===== src/rtl/core/hs_pkg.sv =====
// hs_pkg: shared types, sizes and microcode table of the heap sorter
// holds item/result structs, control word and flag structs, the step program
// no dependencies
package hs_pkg;

  localparam int DEPTH = 64;
  localparam int DATAW = 32;
  localparam int IDXW  = (DEPTH > 1) ? $clog2(DEPTH) : 1;
  localparam int CNTW  = $clog2(DEPTH + 1);
  localparam int PCW   = 5;

  typedef logic [IDXW-1:0] idx_t;
  typedef logic [CNTW-1:0] cnt_t;

  typedef struct packed {
    logic signed [DATAW-1:0] value;
    logic                    is_final;
  } item_t;

  typedef struct packed {
    logic signed [DATAW-1:0] sorted_value;
    logic                    end_of_run;
  } result_t;

  typedef enum logic [2:0] {
    RD_NONE,
    RD_PARENT,
    RD_BND,
    RD_ZERO,
    RD_LEFT,
    RD_RIGHT,
    RD_NODE
  } rd_sel_t;

  typedef enum logic [3:0] {
    OP_NONE,
    OP_LOAD,
    OP_UP_ADDR,
    OP_UP_MOVE,
    OP_UP_PLACE,
    OP_BND_INIT,
    OP_TAKE_LAST,
    OP_ROOT_DOWN,
    OP_LEFT,
    OP_PICK_L,
    OP_PICK_R,
    OP_DOWN_MOVE,
    OP_DOWN_PLACE,
    OP_EM_INIT,
    OP_EMIT
  } op_t;

  typedef enum logic [3:0] {
    C_NEVER,
    C_ALWAYS,
    C_NO_ACC,
    C_FULL,
    C_NODE_ZERO,
    C_UP_GT,
    C_NO_SORT,
    C_BND_ZERO,
    C_NO_LEFT,
    C_NO_RIGHT,
    C_DN_GT,
    C_BUSY,
    C_MORE
  } cond_t;

  typedef enum logic [PCW-1:0] {
    S_IDLE,
    S_FULL,
    S_UP_TEST,
    S_UP_CMP,
    S_UP_END,
    S_CHKFIN,
    S_SORT_INIT,
    S_SL_TEST,
    S_SL_RDB,
    S_SL_SWAP,
    S_SD_TEST,
    S_SD_RDL,
    S_SD_RDR,
    S_SD_CMP,
    S_SD_END,
    S_EM_INIT,
    S_EM_RD,
    S_EM_WR,
    S_EM_NEXT,
    S_EM_DONE
  } step_t;

  typedef struct packed {
    logic    in_rdy;
    rd_sel_t rd;
    op_t     op;
    cond_t   cond;
    step_t   target;
  } ctrl_t;

  typedef struct packed {
    logic acc;
    logic full;
    logic node_zero;
    logic up_gt;
    logic no_sort;
    logic bnd_zero;
    logic no_left;
    logic no_right;
    logic dn_gt;
    logic busy;
    logic more;
  } flags_t;

  function automatic ctrl_t cw(logic in_rdy, rd_sel_t rd, op_t op, cond_t cond,
                               step_t target);
    ctrl_t c;
    c.in_rdy = in_rdy;
    c.rd     = rd;
    c.op     = op;
    c.cond   = cond;
    c.target = target;
    return c;
  endfunction

  // step program: jump to target when cond holds, else fall through
  function automatic ctrl_t ucode(step_t s);
    ctrl_t c;
    unique case (s)
      S_IDLE:      c = cw(1'b1, RD_NONE,   OP_LOAD,       C_NO_ACC,    S_IDLE);
      S_FULL:      c = cw(1'b0, RD_NONE,   OP_NONE,       C_FULL,      S_CHKFIN);
      S_UP_TEST:   c = cw(1'b0, RD_PARENT, OP_UP_ADDR,    C_NODE_ZERO, S_UP_END);
      S_UP_CMP:    c = cw(1'b0, RD_NONE,   OP_UP_MOVE,    C_UP_GT,     S_UP_TEST);
      S_UP_END:    c = cw(1'b0, RD_NONE,   OP_UP_PLACE,   C_NEVER,     S_IDLE);
      S_CHKFIN:    c = cw(1'b0, RD_NONE,   OP_NONE,       C_NO_SORT,   S_IDLE);
      S_SORT_INIT: c = cw(1'b0, RD_NONE,   OP_BND_INIT,   C_NEVER,     S_IDLE);
      S_SL_TEST:   c = cw(1'b0, RD_BND,    OP_NONE,       C_BND_ZERO,  S_EM_INIT);
      S_SL_RDB:    c = cw(1'b0, RD_ZERO,   OP_TAKE_LAST,  C_NEVER,     S_IDLE);
      S_SL_SWAP:   c = cw(1'b0, RD_NONE,   OP_ROOT_DOWN,  C_NEVER,     S_IDLE);
      S_SD_TEST:   c = cw(1'b0, RD_LEFT,   OP_LEFT,       C_NO_LEFT,   S_SD_END);
      S_SD_RDL:    c = cw(1'b0, RD_RIGHT,  OP_PICK_L,     C_NO_RIGHT,  S_SD_CMP);
      S_SD_RDR:    c = cw(1'b0, RD_NONE,   OP_PICK_R,     C_NEVER,     S_IDLE);
      S_SD_CMP:    c = cw(1'b0, RD_NONE,   OP_DOWN_MOVE,  C_DN_GT,     S_SD_TEST);
      S_SD_END:    c = cw(1'b0, RD_NONE,   OP_DOWN_PLACE, C_ALWAYS,    S_SL_TEST);
      S_EM_INIT:   c = cw(1'b0, RD_NONE,   OP_EM_INIT,    C_NEVER,     S_IDLE);
      S_EM_RD:     c = cw(1'b0, RD_NODE,   OP_NONE,       C_NEVER,     S_IDLE);
      S_EM_WR:     c = cw(1'b0, RD_NONE,   OP_EMIT,       C_BUSY,      S_EM_WR);
      S_EM_NEXT:   c = cw(1'b0, RD_NONE,   OP_NONE,       C_MORE,      S_EM_RD);
      S_EM_DONE:   c = cw(1'b0, RD_NONE,   OP_NONE,       C_ALWAYS,    S_IDLE);
      default:     c = cw(1'b0, RD_NONE,   OP_NONE,       C_ALWAYS,    S_IDLE);
    endcase
    return c;
  endfunction

endpackage


===== src/rtl/core/hs_sequencer.sv =====
// hs_sequencer: step counter, microcode table lookup and conditional jumps
// depends on hs_pkg for the control word, flags and program
module hs_sequencer (
  input  logic           clk,
  input  logic           rst,
  input  hs_pkg::flags_t flags,
  output hs_pkg::ctrl_t  ctrl
);

  hs_pkg::step_t pc;
  hs_pkg::step_t pc_next;
  logic          take;

  always_ff @(posedge clk) begin
    if (rst) begin
      pc <= hs_pkg::S_IDLE;
    end else begin
      pc <= pc_next;
    end
  end

  always_comb begin
    ctrl = hs_pkg::ucode(pc);
  end

  always_comb begin
    unique case (ctrl.cond)
      hs_pkg::C_NEVER:     take = 1'b0;
      hs_pkg::C_ALWAYS:    take = 1'b1;
      hs_pkg::C_NO_ACC:    take = !flags.acc;
      hs_pkg::C_FULL:      take = flags.full;
      hs_pkg::C_NODE_ZERO: take = flags.node_zero;
      hs_pkg::C_UP_GT:     take = flags.up_gt;
      hs_pkg::C_NO_SORT:   take = flags.no_sort;
      hs_pkg::C_BND_ZERO:  take = flags.bnd_zero;
      hs_pkg::C_NO_LEFT:   take = flags.no_left;
      hs_pkg::C_NO_RIGHT:  take = flags.no_right;
      hs_pkg::C_DN_GT:     take = flags.dn_gt;
      hs_pkg::C_BUSY:      take = flags.busy;
      hs_pkg::C_MORE:      take = flags.more;
      default:             take = 1'b1;
    endcase
    pc_next = take ? ctrl.target : hs_pkg::step_t'(pc + 1'b1);
  end

  a_pc_in_program: assert property (@(posedge clk) disable iff (rst)
    pc <= hs_pkg::S_EM_DONE)
    else $error("step counter left the program");

  a_accept_only_idle: assert property (@(posedge clk) disable iff (rst)
    flags.acc |=> (pc == hs_pkg::S_FULL))
    else $error("transfer did not start the insert sequence");

  a_emit_after_sort: assert property (@(posedge clk) disable iff (rst)
    (pc == hs_pkg::S_EM_INIT) |-> ($past(pc) == hs_pkg::S_SL_TEST))
    else $error("emit entered without the sort loop ending");

endmodule


===== src/rtl/core/hs_datapath.sv =====
// hs_datapath: heap store, index and value registers, compare flags, result register
// depends on hs_pkg; driven by the control word from hs_sequencer
module hs_datapath (
  input  logic            clk,
  input  logic            rst,
  input  hs_pkg::ctrl_t   ctrl,
  output hs_pkg::flags_t  flags,
  input  logic            item_valid,
  input  hs_pkg::item_t   item,
  output logic            result_valid,
  input  logic            result_stall,
  output hs_pkg::result_t result
);

  logic signed [hs_pkg::DATAW-1:0] mem [hs_pkg::DEPTH];
  logic signed [hs_pkg::DATAW-1:0] q;
  logic signed [hs_pkg::DATAW-1:0] cval;
  logic signed [hs_pkg::DATAW-1:0] pval;
  logic signed [hs_pkg::DATAW-1:0] wr_data;
  hs_pkg::cnt_t                    cnt;
  hs_pkg::idx_t                    bnd;
  hs_pkg::idx_t                    node;
  hs_pkg::idx_t                    idx2;
  logic                            fin;
  logic                            result_valid_next;

  hs_pkg::idx_t      rd_addr;
  hs_pkg::idx_t      wr_addr;
  hs_pkg::idx_t      parent;
  logic              rd_en;
  logic              wr_en;
  logic [hs_pkg::IDXW:0] left;
  logic [hs_pkg::IDXW:0] right;
  logic [hs_pkg::IDXW:0] bnd_x;
  logic              last_emit;
  logic              load_out;

  assign parent    = hs_pkg::idx_t'((node - 1'b1) >> 1);
  assign left      = {node, 1'b1};
  assign right     = {1'b0, idx2} + 1'b1;
  assign bnd_x     = {1'b0, bnd};
  assign last_emit = (hs_pkg::cnt_t'(node) == cnt - 1'b1);

  always_comb begin
    flags.acc       = item_valid && ctrl.in_rdy;
    flags.full      = (cnt == hs_pkg::cnt_t'(hs_pkg::DEPTH));
    flags.node_zero = (node == '0);
    flags.up_gt     = (cval > q);
    flags.no_sort   = !fin || (cnt == '0);
    flags.bnd_zero  = (bnd == '0);
    flags.no_left   = (left > bnd_x);
    flags.no_right  = (right > bnd_x);
    flags.dn_gt     = (pval > cval);
    flags.busy      = result_valid && result_stall;
    flags.more      = !result.end_of_run;
  end

  assign load_out = (ctrl.op == hs_pkg::OP_EMIT) && !flags.busy;

  always_comb begin
    unique case (ctrl.rd)
      hs_pkg::RD_NONE:   rd_addr = node;
      hs_pkg::RD_PARENT: rd_addr = parent;
      hs_pkg::RD_BND:    rd_addr = bnd;
      hs_pkg::RD_ZERO:   rd_addr = '0;
      hs_pkg::RD_LEFT:   rd_addr = left[hs_pkg::IDXW-1:0];
      hs_pkg::RD_RIGHT:  rd_addr = right[hs_pkg::IDXW-1:0];
      hs_pkg::RD_NODE:   rd_addr = node;
      default:           rd_addr = node;
    endcase
    rd_en = (ctrl.rd != hs_pkg::RD_NONE);
  end

  always_comb begin
    wr_en   = 1'b0;
    wr_addr = node;
    wr_data = cval;
    unique case (ctrl.op)
      hs_pkg::OP_UP_MOVE: begin
        wr_en   = flags.up_gt;
        wr_data = q;
      end
      hs_pkg::OP_UP_PLACE: begin
        wr_en = 1'b1;
      end
      hs_pkg::OP_ROOT_DOWN: begin
        wr_en   = 1'b1;
        wr_addr = bnd;
        wr_data = q;
      end
      hs_pkg::OP_DOWN_MOVE: begin
        wr_en   = flags.dn_gt;
        wr_data = pval;
      end
      hs_pkg::OP_DOWN_PLACE: begin
        wr_en = 1'b1;
      end
      default: begin
        wr_en = 1'b0;
      end
    endcase
  end

  // heap store
  always_ff @(posedge clk) begin
    if (wr_en) begin
      mem[wr_addr] <= wr_data;
    end
  end

  always_ff @(posedge clk) begin
    if (rd_en) begin
      q <= mem[rd_addr];
    end
  end

  always_comb begin
    result_valid_next = result_valid;
    if (load_out) begin
      result_valid_next = 1'b1;
    end else if (!result_stall) begin
      result_valid_next = 1'b0;
    end
  end

  always_ff @(posedge clk) begin
    if (rst) begin
      cnt          <= '0;
      bnd          <= '0;
      result_valid <= 1'b0;
    end else begin
      result_valid <= result_valid_next;
      unique case (ctrl.op)
        hs_pkg::OP_UP_PLACE: cnt <= cnt + 1'b1;
        hs_pkg::OP_BND_INIT: bnd <= hs_pkg::idx_t'(cnt - 1'b1);
        hs_pkg::OP_ROOT_DOWN: bnd <= bnd - 1'b1;
        hs_pkg::OP_EMIT: begin
          if (load_out && last_emit) begin
            cnt <= '0;
          end
        end
        default: begin
          cnt <= cnt;
        end
      endcase
    end
  end

  always_ff @(posedge clk) begin
    unique case (ctrl.op)
      hs_pkg::OP_LOAD: begin
        if (flags.acc) begin
          cval <= item.value;
          fin  <= item.is_final;
          node <= hs_pkg::idx_t'(cnt);
        end
      end
      hs_pkg::OP_UP_ADDR: idx2 <= parent;
      hs_pkg::OP_UP_MOVE: begin
        if (flags.up_gt) begin
          node <= idx2;
        end
      end
      hs_pkg::OP_TAKE_LAST: cval <= q;
      hs_pkg::OP_ROOT_DOWN: node <= '0;
      hs_pkg::OP_LEFT:      idx2 <= left[hs_pkg::IDXW-1:0];
      hs_pkg::OP_PICK_L:    pval <= q;
      hs_pkg::OP_PICK_R: begin
        // ties go to the right child
        if (!(pval > q)) begin
          pval <= q;
          idx2 <= idx2 + 1'b1;
        end
      end
      hs_pkg::OP_DOWN_MOVE: begin
        if (flags.dn_gt) begin
          node <= idx2;
        end
      end
      hs_pkg::OP_EM_INIT: node <= '0;
      hs_pkg::OP_EMIT: begin
        if (load_out) begin
          result.sorted_value <= q;
          result.end_of_run   <= last_emit;
          node                <= node + 1'b1;
        end
      end
      default: begin
        node <= node;
      end
    endcase
  end

  a_count_bound: assert property (@(posedge clk) disable iff (rst)
    cnt <= hs_pkg::cnt_t'(hs_pkg::DEPTH))
    else $error("element count beyond depth");

  a_down_in_heap: assert property (@(posedge clk) disable iff (rst)
    (ctrl.op == hs_pkg::OP_DOWN_MOVE) |-> (node < bnd))
    else $error("sift-down node outside unsorted part");

  a_emit_in_range: assert property (@(posedge clk) disable iff (rst)
    (ctrl.op == hs_pkg::OP_EMIT) |-> (hs_pkg::cnt_t'(node) < cnt))
    else $error("emit index beyond stored batch");

  a_last_clears: assert property (@(posedge clk) disable iff (rst)
    (load_out && last_emit) |=> (cnt == '0) && result.end_of_run)
    else $error("last result did not empty the store");

endmodule


===== src/rtl/core/heap_sorter.sv =====
// heap_sorter: batch heap sorter, microcoded sequencer driving a heap datapath
// depends on hs_pkg, hs_sequencer, hs_datapath
//
//   channel  | signals                              | direction | payload
//   item     | item_valid, item_stall, item         | in        | value, is_final
//   result   | result_valid, result_stall, result   | out       | sorted_value, end_of_run
//
// an item is loaded and sifts up, comparing with its parent at each level it rises
// a final item then runs the sort: per entry the root swaps to the heap end and the last
// entry sifts down through the store's single read port, then each result is emitted
// reset clears step counter, element count, sift bound and result valid; store undefined
// result stall holds the emit step; items are taken only while the sequencer is idle
module heap_sorter (
  input  logic            clk,
  input  logic            rst,
  input  logic            item_valid,
  output logic            item_stall,
  input  hs_pkg::item_t   item,
  output logic            result_valid,
  input  logic            result_stall,
  output hs_pkg::result_t result
);

  hs_pkg::ctrl_t  ctrl;
  hs_pkg::flags_t flags;

  assign item_stall = !ctrl.in_rdy;

  hs_sequencer u_seq (
    .clk   (clk),
    .rst   (rst),
    .flags (flags),
    .ctrl  (ctrl)
  );

  hs_datapath u_dp (
    .clk          (clk),
    .rst          (rst),
    .ctrl         (ctrl),
    .flags        (flags),
    .item_valid   (item_valid),
    .item         (item),
    .result_valid (result_valid),
    .result_stall (result_stall),
    .result       (result)
  );

endmodule

===== config.mk =====
export PLATFORM = sky130hd
export DESIGN_NAME = heap_sorter
export DESIGN_NICKNAME = d
export VERILOG_FILES = /design/src/rtl/core/hs_pkg.sv /design/src/rtl/core/hs_sequencer.sv /design/src/rtl/core/hs_datapath.sv /design/src/rtl/core/heap_sorter.sv
export SDC_FILE = /design/constraint.sdc
export NUM_CORES = 2
export LEC_CHECK = 0
export ABC_AREA = 1
export BUFFER_PORTS_ARGS = -buffer_cell sky130_fd_sc_hd__buf_4
export CORE_MARGIN = 2
export CORE_UTILIZATION = 33
export DETAILED_ROUTE_END_ITERATION = 8
export PLACE_DENSITY = 0.53
export SETUP_SLACK_MARGIN = 0.5
export SYNTH_ARGS = -nofsm -noshare
export SYNTH_HDL_FRONTEND = slang
export SYNTH_HIERARCHICAL = 1
export SYNTH_SLANG_ARGS = --single-unit

===== constraint.sdc =====
create_clock -name clk -period 7.28 [get_ports clk]
set_clock_uncertainty 0.15 [all_clocks]
set_input_delay 0 -clock clk [delete_from_list [all_inputs] [get_ports clk]]
set_output_delay 0 -clock clk [all_outputs]
set_load 0.03 [all_outputs]

==> qor.csv <==
metric,value,unit
CTS root buf,clkbuf_16,
Initial Utilization,33.1,%
Clock transition at path regs,0.06,ns
worst hold path type,in2reg,
Total Power,52.4,mW
final worst path period need,5.52,ns
clock sink count,2226,
"Core Util, Final",37.4,%
top post-synthesis cells by area,"edfxtp_1 (66%), nand2_1 (10%), nand3_1 (9.3%)",
vias per cell,5.20,
GRT Residual Overflow,0,
final wirelength,322,mm
syn_area_per_cell,10.8,µm²
number of global-route vias before repair,65542,
Max Clk Rate,181,MHz
"Area growth, synth to finish",13.0,%
Max Slew Vio Count,0,
cells along the critical path,inv_1 -> ha_1 -> nand2_1 -> nor2_1 -> nand2_1 -> nor4_1 -> nand2_1 -> nand3_1 -> nand4_1 -> nand3_2 -> buf_4 -> nand2_1 -> nor2_4,
CTS tree,done,
MaxCap Viol Count,1,
Die H,552,µm
# rows,201,
Yosys reg bits,2226,
share of layout cells above drive strength 1,7.10,%
Initial DRT Pass Iterations,6,
worst-margin pin slew,1.48,ns
placed cell area,104000,µm²
area of the core,299000,µm²
outcome,finished with violations,
critical path type,reg2reg,
most frequent cells in the layout,"nand2_1 (2758), edfxtp_1 (2190), nand3_1 (1831)",
Final #Nets,9320,
post-synthesis cell area,99100,µm²
Inst Count DP,12814,
DR WL/cell,24.2,µm
routability cong.,0.844,
failing checks,max-capacitance violations,
Required @ worst endpoint,7.58,ns
"Hold Violations, Final",0,
synth warn,6,
syn nets,9338,
CP max stage cell,nor2_4,
Leak Pwr,43.2,nW
vias,69279,
RSZ-0062 raised after global routing,no,
"commonest non-fill, non-tap cell in the layout",nand2_1,
Startpoint Class,flip-flop,
post-synth top area cell,edfxtp_1,
Slew HR,0.566,%
total CTS buffers,229,
H-tree depth,4,
I/O pin count,72,
most frequent CP cell,nand2_1,
die width,552,µm
Setup Viol. Count Final,0,
port bufs,71,
Yosys cell types,50,
Fill cells,28984,
top-area cell type share of the netlist area,66.4,%
clock latency at the later pin of the worst-skew pair,0.90,ns
Post-Syn Instances,9177,
full die area,305000,µm²
"Seq/Total Area, Yosys",67.1,%
Residual DRC,0,
first-pass GRT wire length,464,mm
aggregate negative setup slack,0,ns
"Design Area, Final",112000,µm²
Non-Filler Instances,13313,
Critical Path Sink Type,flip-flop,
post-route ant nets,0,
max incr delay on CP,1.03,ns
total global-route track usage,20.5,%
clk buf depth,3,
PwrDens,468,nW/µm²
DRT iter0 DRCs,8644,
setup bufs post-CTS,0,
initial antenna violation count,22,
crit path DAT,5.83,ns
Tcrit/Tclk final,75.9,%
Peak VDD IR,0.519,mV
"Max FO, Critical Path",33,
largest net degree at the start of global routing,187,
HPWL Detailed,172,mm
synth_stat cells (all sizes together):
library cell  number
nand2           2769
edfxtp          2190
nand3           1840
inv              819
buf              471
nand3b           449
ha               124
nor2             123
clkbuf            79
o21ai             72
a21oi             67
o211ai            40
dfxtp             36
nand4             23
xor2              17
nor3              14
o221ai             6
o21a               5
a221oi             4
xnor2              4
a21o               3
a22oi              3
or2                3
a211oi             2
and3               2
nor4               2
o22ai              2
o31ai              2
a21boi             1
a31o               1
a32oi              1
clkinv             1
o21bai             1
o311ai             1
cell type report:
cell class	instances	area (µm²)	area share [%]
inverters	820	3100	2.77
diodes	2	5.00	0.00447
multi-input cells	5581	27100	24.2
well taps	3958	4950	4.42
clock buffers	278	5960	5.32
flip-flops and latches	2226	66500	59.4
repair buffers	301	2890	2.58
clock inverters	147	1470	1.31
worst max-delay path: cells and delay by family (launching register included):
kind	cells	cell delay, ns
adders and majority gates	1	0.35
buffers and inverters	2	0.58
DFF	1	0.76
and+or+nand+nor	10	3.16
report_power, final:
group	leakage [nW]	switching [mW]	internal (mW)
Combinational	19.5	18.3	5.53
Clock	3.63	5.13	6.64
Sequential	20.1	0.582	16.3
Total	43.2	24.0	28.4
stage by stage:
stage / setup slack [ns] / hold slack, ns
5_1_grt: 1.59 / 0.107
2_1_floorplan: 3.27 / -0.0511
3_3_place_gp: 1.71 / 0.0399
6_report: 1.76 / 0.0843
4_1_cts: 1.71 / 0.0383
3_5_place_dp: 1.78 / 0.0444
timing repair:
| item | 4_1_cts | 5_1_grt |
|---|---|---|
| hold buffers | 72 | 0 |
| hold endpoints to repair | 141 | 0 |
| resized for setup | 0 | 0 |
registers in the layout (all words and copies together), names as in the netlist:
register,cells
u_dp/bnd,6
u_dp/cnt,7
u_dp/cval,32
u_dp/fin,1
u_dp/idx2,6
u_dp/mem,2048
u_dp/node,6
u_dp/pval,32
u_dp/q,32
u_dp/result,33
u_dp/result_valid,1
u_seq/ctrl,17
u_seq/pc,5
routing by layer:
layer  up-vias  global-route usage [%]  share of wire (%)
met3       426                    2.90                8.6
met1     34432                    29.0                 43
met4         2                    6.97                3.5
met5         -                       0             0.0040
li1      31417                       -                  -
met2      3002                    32.3                 45
kinds of logic (layout without fill, tap and decap cells):
logic type	after synthesis	after routing	synth area share (%)
other cells	0	2	0
buf+inv	1370	1546	5.83
compound gates	211	211	1.28
simple gates	5225	5225	24.1
flops	2226	2226	67.1
xor+xnor	21	21	0.186
fa+ha+maj	124	124	1.57
final timing paths:
check                   start          endpoint  slack [ns]  cells after the start
setup / recovery   u_dp/q[30]  u_dp/mem[56][15]        1.76                     13
hold / removal            rst       u_seq/pc[1]        0.08                      5
setup reg to reg   u_dp/q[30]  u_dp/mem[56][15]        1.76                     13
hold reg to reg   u_dp/bnd[4]       u_dp/bnd[4]        0.36                      2
No activity file was read; power rests on OpenSTA's default activity.
